<file path="src/rtl/lcm3_pkg.sv">
// ---------------------------------------------------------------------------
// lcm3_pkg: shared constants and types
// Widths, sequencer states and divider status for the three-operand LCM block.
// ---------------------------------------------------------------------------
`timescale 1ns / 1ps
`default_nettype none

package lcm3_pkg;

   // Working width of the operands and of the trial factor.
   localparam int WIDTH  = 16;
   // Width of the operand ports and of the result port.
   localparam int IN_W   = 16;
   localparam int OUT_W  = 48;
   // The running product stays below 2^(3*WIDTH).
   localparam int PROD_W = 3 * WIDTH;
   // Divider step counter, able to hold WIDTH itself.
   localparam int CNT_W  = $clog2(WIDTH + 1);

   typedef enum logic [2:0] {
      ST_IDLE,
      ST_CHECK,
      ST_PICK,
      ST_WAIT,
      ST_NEXT,
      ST_DONE
   } state_type;

   typedef struct packed {
      logic busy;
      logic done;
   } div_stat_type;

endpackage : lcm3_pkg

`default_nettype wire

</file>
<file path="src/rtl/lcm3_div.sv">
// ---------------------------------------------------------------------------
// lcm3_div: shared serial divider
// Restoring division, one quotient bit per cycle; gives quotient and remainder.
// ---------------------------------------------------------------------------
`timescale 1ns / 1ps
`default_nettype none

module lcm3_div
   import lcm3_pkg::*;
(
   input  wire logic             clock,
   input  wire logic             reset,
   input  wire logic             start,
   input  wire logic [WIDTH-1:0] dividend,
   input  wire logic [WIDTH-1:0] divisor,
   output logic      [WIDTH-1:0] quotient,
   output logic      [WIDTH-1:0] remainder,
   output div_stat_type          status
);

   logic             busy_ff, busy_in;
   logic             done_ff, done_in;
   logic [CNT_W-1:0] cnt_ff,  cnt_in;
   logic [WIDTH-1:0] rem_ff,  rem_in;
   logic [WIDTH-1:0] quo_ff,  quo_in;
   logic [WIDTH-1:0] div_ff,  div_in;
   logic [WIDTH:0]   trial;

   always_comb begin
      busy_in = busy_ff;
      done_in = 1'b0;
      cnt_in  = cnt_ff;
      rem_in  = rem_ff;
      quo_in  = quo_ff;
      div_in  = div_ff;
      trial   = {rem_ff, quo_ff[WIDTH-1]};
      if (start) begin
         busy_in = 1'b1;
         cnt_in  = CNT_W'(WIDTH);
         rem_in  = '0;
         quo_in  = dividend;
         div_in  = divisor;
      end else if (busy_ff) begin
         // The partial remainder stays below the divisor, so it fits WIDTH bits.
         if (trial >= {1'b0, div_ff}) begin
            rem_in = WIDTH'(trial - {1'b0, div_ff});
            quo_in = {quo_ff[WIDTH-2:0], 1'b1};
         end else begin
            rem_in = trial[WIDTH-1:0];
            quo_in = {quo_ff[WIDTH-2:0], 1'b0};
         end
         cnt_in = cnt_ff - 1'b1;
         if (cnt_ff == CNT_W'(1)) begin
            busy_in = 1'b0;
            done_in = 1'b1;
         end
      end
   end

   always_ff @(posedge clock) begin
      if (reset) begin
         busy_ff <= 1'b0;
         done_ff <= 1'b0;
         cnt_ff  <= '0;
      end else begin
         busy_ff <= busy_in;
         done_ff <= done_in;
         cnt_ff  <= cnt_in;
      end
      rem_ff <= rem_in;
      quo_ff <= quo_in;
      div_ff <= div_in;
   end

   assign quotient    = quo_ff;
   assign remainder   = rem_ff;
   assign status.busy = busy_ff;
   assign status.done = done_ff;

endmodule : lcm3_div

`default_nettype wire

</file>
<file path="src/rtl/lcm_of_three_trial_division.sv">
// ---------------------------------------------------------------------------
// lcm_of_three_trial_division: least common multiple of three operands
// A sequencer drives one serial divider over trial factors 2, 3, 4, ...
// ---------------------------------------------------------------------------
// Usage:
//   An item enters on req_ (three unsigned operands) with valid/ready, and one
//   result item leaves on rsp_ (the 48-bit multiple and a zero flag). If any
//   operand is zero, the result is multiple 0 with rsp_zero_error set, offered
//   on rsp_valid from the output register once the sequencer reaches ST_DONE.
//   Otherwise every trial factor f costs up to three divisions, one per
//   operand still above 1, plus bookkeeping in ST_NEXT and ST_CHECK; a
//   factor that divides is tried again at once. The time per item thus
//   grows with the largest prime factor P of the operands, and the serial
//   divider sets most of it.
//   req_ready is high only while the sequencer is idle, so one item is in
//   work at a time. The result sits in an output register; while the
//   receiver stalls, the next item may still be taken and worked on, and
//   it waits for the register to free before it is written.
//   Reset clears the sequencer, the divider status and the output valid.
// ---------------------------------------------------------------------------
`timescale 1ns / 1ps
`default_nettype none

module lcm_of_three_trial_division
   import lcm3_pkg::*;
(
   input  wire logic            clock,
   input  wire logic            reset,
   input  wire logic            req_valid,
   output logic                 req_ready,
   input  wire logic [IN_W-1:0] req_first_value,
   input  wire logic [IN_W-1:0] req_second_value,
   input  wire logic [IN_W-1:0] req_third_value,
   output logic                 rsp_valid,
   input  wire logic            rsp_ready,
   output logic [OUT_W-1:0]     rsp_multiple,
   output logic                 rsp_zero_error
);

   state_type         state_ff, state_in;
   logic [WIDTH-1:0]  val0_ff, val0_in;
   logic [WIDTH-1:0]  val1_ff, val1_in;
   logic [WIDTH-1:0]  val2_ff, val2_in;
   logic [1:0]        idx_ff, idx_in;
   logic              hit_ff, hit_in;
   logic              err_ff, err_in;
   logic [WIDTH-1:0]  factor_ff, factor_in;
   logic [PROD_W-1:0] product_ff, product_in;
   logic              rsp_valid_ff, rsp_valid_in;
   logic [OUT_W-1:0]  rsp_multiple_ff, rsp_multiple_in;
   logic              rsp_error_ff, rsp_error_in;

   logic [WIDTH-1:0]  cur_val;
   logic              div_start;
   logic [WIDTH-1:0]  div_quo;
   logic [WIDTH-1:0]  div_rem;
   div_stat_type      div_stat;
   logic              accept;
   logic              all_ones;
   logic              any_zero;
   logic [WIDTH-1:0]  in0, in1, in2;

   lcm3_div u_div (
      .clock     (clock),
      .reset     (reset),
      .start     (div_start),
      .dividend  (cur_val),
      .divisor   (factor_ff),
      .quotient  (div_quo),
      .remainder (div_rem),
      .status    (div_stat)
   );

   assign in0      = WIDTH'(req_first_value);
   assign in1      = WIDTH'(req_second_value);
   assign in2      = WIDTH'(req_third_value);
   assign any_zero = (in0 == '0) || (in1 == '0) || (in2 == '0);
   assign accept   = req_valid && req_ready;
   assign all_ones = (val0_ff == WIDTH'(1)) && (val1_ff == WIDTH'(1)) &&
                     (val2_ff == WIDTH'(1));

   always_comb begin
      case (idx_ff)
         2'd0:    cur_val = val0_ff;
         2'd1:    cur_val = val1_ff;
         default: cur_val = val2_ff;
      endcase
   end

   always_comb begin
      state_in        = state_ff;
      val0_in         = val0_ff;
      val1_in         = val1_ff;
      val2_in         = val2_ff;
      idx_in          = idx_ff;
      hit_in          = hit_ff;
      err_in          = err_ff;
      factor_in       = factor_ff;
      product_in      = product_ff;
      rsp_valid_in    = rsp_valid_ff && !rsp_ready;
      rsp_multiple_in = rsp_multiple_ff;
      rsp_error_in    = rsp_error_ff;
      div_start       = 1'b0;
      req_ready       = 1'b0;

      unique case (state_ff)
         ST_IDLE: begin
            req_ready = 1'b1;
            if (req_valid) begin
               val0_in    = in0;
               val1_in    = in1;
               val2_in    = in2;
               err_in     = any_zero;
               factor_in  = WIDTH'(2);
               product_in = PROD_W'(1);
               idx_in     = 2'd0;
               hit_in     = 1'b0;
               state_in   = any_zero ? ST_DONE : ST_CHECK;
            end
         end
         ST_CHECK: begin
            idx_in   = 2'd0;
            hit_in   = 1'b0;
            state_in = all_ones ? ST_DONE : ST_PICK;
         end
         ST_PICK: begin
            // A value of one cannot be divided by any factor of two or more.
            if (cur_val == WIDTH'(1)) begin
               idx_in   = idx_ff + 2'd1;
               state_in = (idx_ff == 2'd2) ? ST_NEXT : ST_PICK;
            end else begin
               div_start = 1'b1;
               state_in  = ST_WAIT;
            end
         end
         ST_WAIT: begin
            if (div_stat.done) begin
               if (div_rem == '0) begin
                  hit_in = 1'b1;
                  case (idx_ff)
                     2'd0:    val0_in = div_quo;
                     2'd1:    val1_in = div_quo;
                     default: val2_in = div_quo;
                  endcase
               end
               idx_in   = idx_ff + 2'd1;
               state_in = (idx_ff == 2'd2) ? ST_NEXT : ST_PICK;
            end
         end
         ST_NEXT: begin
            // A factor that divided is tried again before moving on.
            if (hit_ff) begin
               product_in = PROD_W'(product_ff * factor_ff);
            end else begin
               factor_in = factor_ff + WIDTH'(1);
            end
            state_in = ST_CHECK;
         end
         ST_DONE: begin
            if (!rsp_valid_ff || rsp_ready) begin
               rsp_valid_in    = 1'b1;
               rsp_multiple_in = err_ff ? '0 : OUT_W'(product_ff);
               rsp_error_in    = err_ff;
               state_in        = ST_IDLE;
            end
         end
         default: state_in = ST_IDLE;
      endcase
   end

   always_ff @(posedge clock) begin
      if (reset) begin
         state_ff     <= ST_IDLE;
         rsp_valid_ff <= 1'b0;
      end else begin
         state_ff     <= state_in;
         rsp_valid_ff <= rsp_valid_in;
      end
      val0_ff         <= val0_in;
      val1_ff         <= val1_in;
      val2_ff         <= val2_in;
      idx_ff          <= idx_in;
      hit_ff          <= hit_in;
      err_ff          <= err_in;
      factor_ff       <= factor_in;
      product_ff      <= product_in;
      rsp_multiple_ff <= rsp_multiple_in;
      rsp_error_ff    <= rsp_error_in;
   end

   assign rsp_valid      = rsp_valid_ff;
   assign rsp_multiple   = rsp_multiple_ff;
   assign rsp_zero_error = rsp_error_ff;

   // An error result always carries a zero multiple.
   a_err_zero: assert property (@(posedge clock) disable iff (reset)
      rsp_valid && rsp_zero_error |-> rsp_multiple == '0)
      else $error("zero_error result with nonzero multiple");

   // The divider runs only while the sequencer waits on it.
   a_div_owned: assert property (@(posedge clock) disable iff (reset)
      div_stat.busy |-> state_ff == ST_WAIT)
      else $error("divider busy outside the wait state");

   // A taken item always leaves the idle state.
   a_accept_leaves: assert property (@(posedge clock) disable iff (reset)
      accept |=> state_ff != ST_IDLE)
      else $error("item taken but sequencer stayed idle");

   // Trial factors never drop below two while dividing.
   a_factor_min: assert property (@(posedge clock) disable iff (reset)
      state_ff == ST_PICK |-> factor_ff >= WIDTH'(2))
      else $error("trial factor below two");

endmodule : lcm_of_three_trial_division

`default_nettype wire
</file>
<file path="config.mk">
export PLATFORM = sky130hd
export DESIGN_NAME = lcm_of_three_trial_division
export DESIGN_NICKNAME = d
export VERILOG_FILES = /design/src/rtl/lcm3_pkg.sv /design/src/rtl/lcm3_div.sv /design/src/rtl/lcm_of_three_trial_division.sv
export SDC_FILE = /design/constraint.sdc
export NUM_CORES = 2
export LEC_CHECK = 0
export BUFFER_PORTS_ARGS = -buffer_cell sky130_fd_sc_hd__buf_4
export CAP_MARGIN = 5
export CORE_UTILIZATION = 30
export DETAILED_ROUTE_END_ITERATION = 16
export PLACE_DENSITY_LB_ADDON = 0.25
export SLEW_MARGIN = 20
export SYNTH_ARGS = -nofsm -noshare
export SYNTH_HDL_FRONTEND = slang
export SYNTH_HIERARCHICAL = 1
export SYNTH_SLANG_ARGS = --single-unit
</file>
<file path="constraint.sdc">
create_clock -name clock -period 20.2 [get_ports clock]
set_input_delay 4.04 -clock clock [delete_from_list [all_inputs] [get_ports clock]]
set_output_delay 4.04 -clock clock [all_outputs]
set_load 0.05 [all_outputs]
</file>
==> flow_metrics.py <==
metrics = {
    "sta": {
        "hold_violations": 0,
        "max_slew.worst_pin.slew_ns": 1.09,
        "max-slew-margin-rel": 0.271,
        "finalSetupViolations": 0,
        "grt_setup_unrepaired": "no",
        "clock_skew_ns": 0.0230,
        "period_share": 0.368,
        "slew_violations": 0,
        "setup_tns_ns": 0,
        "fmax_mhz": 135,
        "period_needed_ns": 7.42,
    },
    "final_layout": {
        "multiInputGateArea_sq_um": 20200,
        "post-route-util": 0.336,
        "final_cell_mix": "nand2_1 (641), inv_1 (588), fa_1 (529), and2_1 (230), edfxtp_1 (197)",
        "fillers": 10100,
        "final_common_cell": "nand2_1",
        "instances_no_fill": 4481,
        "nets": 3865,
        "antenna_cells": 0,
        "area_growth_pct": 10.4,
        "drive_above_1_share": 0.0727,
        "seqCellArea_sq_um": 6460,
    },
    "setup_path": {
        "crit_top_cell": "fa_1",
        "worstPathCellList": "buf_4, nand2_1, fa_1, inv_1, fa_1, inv_1, fa_1, inv_1, fa_1, fa_1, inv_1, fa_1, inv_1, ha_1, nand2_1, nor4_1, o211ai_1, a311oi_1, o21ai_1, a21oi_1, a31o_2, xnor2_1, nor2_1",
        "critPathKind": "flip-flop to flip-flop",
        "crit_path_start": "factor_ff[3]$_SDFFCE_PN0P_",
        "worstRegToRegCells": 23,
        "critPathLaunchType": "flip-flop",
        "reg2reg_slack_ns": 12.78,
        "critPathCaptureType": "flip-flop",
        "arrival_ns": 7.76,
        "cp.required_ns": 20.54,
        "crit_path_top_delay_cell": "edfxtp_1",
        "r2r_start": "factor_ff[3]$_SDFFCE_PN0P_",
        "cpPeakStageDelay_ns": 0.85,
        "critPathMaxFanout": 32,
        "r2r-end": "product_ff[47]$_SDFFCE_PN0P_",
    },
    "logic_synthesis": {
        "syn-instance-count": 3172,
        "syn_area_sq_um": 29500,
        "synth_area_per_cell_sq_um": 9.30,
        "yosysWarnings": 6,
        "synth_nets": 3856,
    },
    "routing": {
        "vias_per_cell": 4.75,
        "final_antenna_net_count": 0,
        "dr.pass1.iters": 12,
        "finalWirelength_um": 83700,
        "wl_per_cell_um": 18.7,
        "drc": 2,
        "vias": 21300,
        "drtIter0Drc": 1305,
    },
    "floorplanning": {
        "die_x_um": 316,
        "die_h_um": 316,
        "design.core.area_sq_um": 97000,
        "pin_count": 103,
        "initial_core_util": 0.304,
        "die-area_sq_um": 99600,
        "num_rows": 114,
    },
    "clock_network": {
        "clock-sinks": 224,
        "cts_buffers": 31,
        "clkTransAtPathRegs_ns": 0.06,
        "h-tree-depth": 1,
        "clock_latency_ns": 0.63,
        "clockBufferDepth": 3,
        "cts_hold_buf": 0,
        "cts_setup_buffers": 0,
        "root_buffer": "clkbuf_16",
        "cts_tree": "yes",
        "cts_repair_resize_count": 0,
    },
    "outcome": {
        "violations": "design-rule violations",
        "outcome": "finished with violations",
    },
    "global_routing": {
        "grt_use_total": 0.173,
        "grt_pass1_vias": 22700,
        "grt_max_degree": 61,
        "grt_pass1_wl_um": 133000,
        "grt_overflow": 0,
        "antenna_found_initial": 1,
    },
    "worst_hold_path": {
        "hp-start": "factor_ff[13]$_SDFFCE_PN0P_",
        "worstHoldEndpoint": "u_div/div_ff[13]$_DFFE_PP_",
        "hold_depth": 0,
        "hp-class": "flip-flop to flip-flop",
    },
    "place": {
        "dp_cells": 4424,
        "dp_hpwl_um": 61200,
        "gp_congestion": 0.855,
        "io_buffers": 102,
    },
    "job": {
        "maxCapViolCount": 0,
    },
}
-- per-layer routing --
layer | GRT usage | share of wire | wire (um) | up-vias
met4 | 0.0349 | 0.019 | 1630 | 0
li1 | - | - | - | 9730
met2 | 0.287 | 0.47 | 39700 | 445
met3 | 0.0189 | 0.045 | 3790 | 81
met1 | 0.244 | 0.46 | 38600 | 11000
met5 | 0 | 0 | 0 | -
-- worst max path at each step --
| stage | endpoint | slack, ns |
|---|---|---|
| 5_1_grt | product_ff[47]$_SDFFCE_PN0P_ | 12.46 |
| 3_3_place_gp | product_ff[47]$_SDFFCE_PN0P_ | 12.90 |
| 2_1_floorplan | rsp_multiple[0]$_SDFFCE_PP0P_ | 13.37 |
| 3_5_place_dp | product_ff[47]$_SDFFCE_PN0P_ | 12.84 |
| 6_report | product_ff[47]$_SDFFCE_PN0P_ | 12.78 |
| 4_1_cts | product_ff[47]$_SDFFCE_PN0P_ | 12.79 |
-- sequential cells by signal, summed over array words and instances (netlist names) --
register,flops
idx_ff,2
u_div/remainder,16
u_div/done_ff,1
u_div/cnt_ff,5
rsp_zero_error,1
product_ff,48
val1_ff,16
rsp_valid,1
hit_ff,1
val2_ff,16
u_div/div_ff,16
u_div/busy_ff,1
u_div/quotient,16
factor_ff,16
err_ff,1
rsp_multiple,48
val0_ff,16
state_ff,3
-- metrics by stage --
| stage | hold slack [ns] | setup slack [ns] | instance area, sq um |
|---|---|---|---|
| 2_1_floorplan | 0.424 | 13.37 | 29500 |
| 3_3_place_gp | 0.447 | 12.90 | 31500 |
| 3_5_place_dp | 0.445 | 12.84 | 31500 |
| 4_1_cts | 0.435 | 12.79 | 32600 |
| 5_1_grt | 0.468 | 12.46 | 32600 |
| 6_report | 0.447 | 12.78 | 32600 |
-- layout make-up --
type                    instances  share of cell area
clock inverters                24             0.00726
repair buffers                143              0.0330
inverters                     589              0.0679
clock buffers                  33              0.0241
multi-input cells            2192               0.621
flip-flops and latches        224               0.198
well taps                    1276              0.0490
-- critical path, delay by kind of cell, from the launching register on --
family	cells	cell delay (ns)
buffers and inverters	6	0.85
AOI/OAI and AO/OA	5	1.14
adders and majority gates	7	3.40
xor gates and xnor gates	1	0.11
and+or+nand+nor	4	0.79
DFF	1	0.85
Power is left out: the tool's default activity adds up to more than one toggle a clock period on the data nets, which glitch-free logic cannot reach.
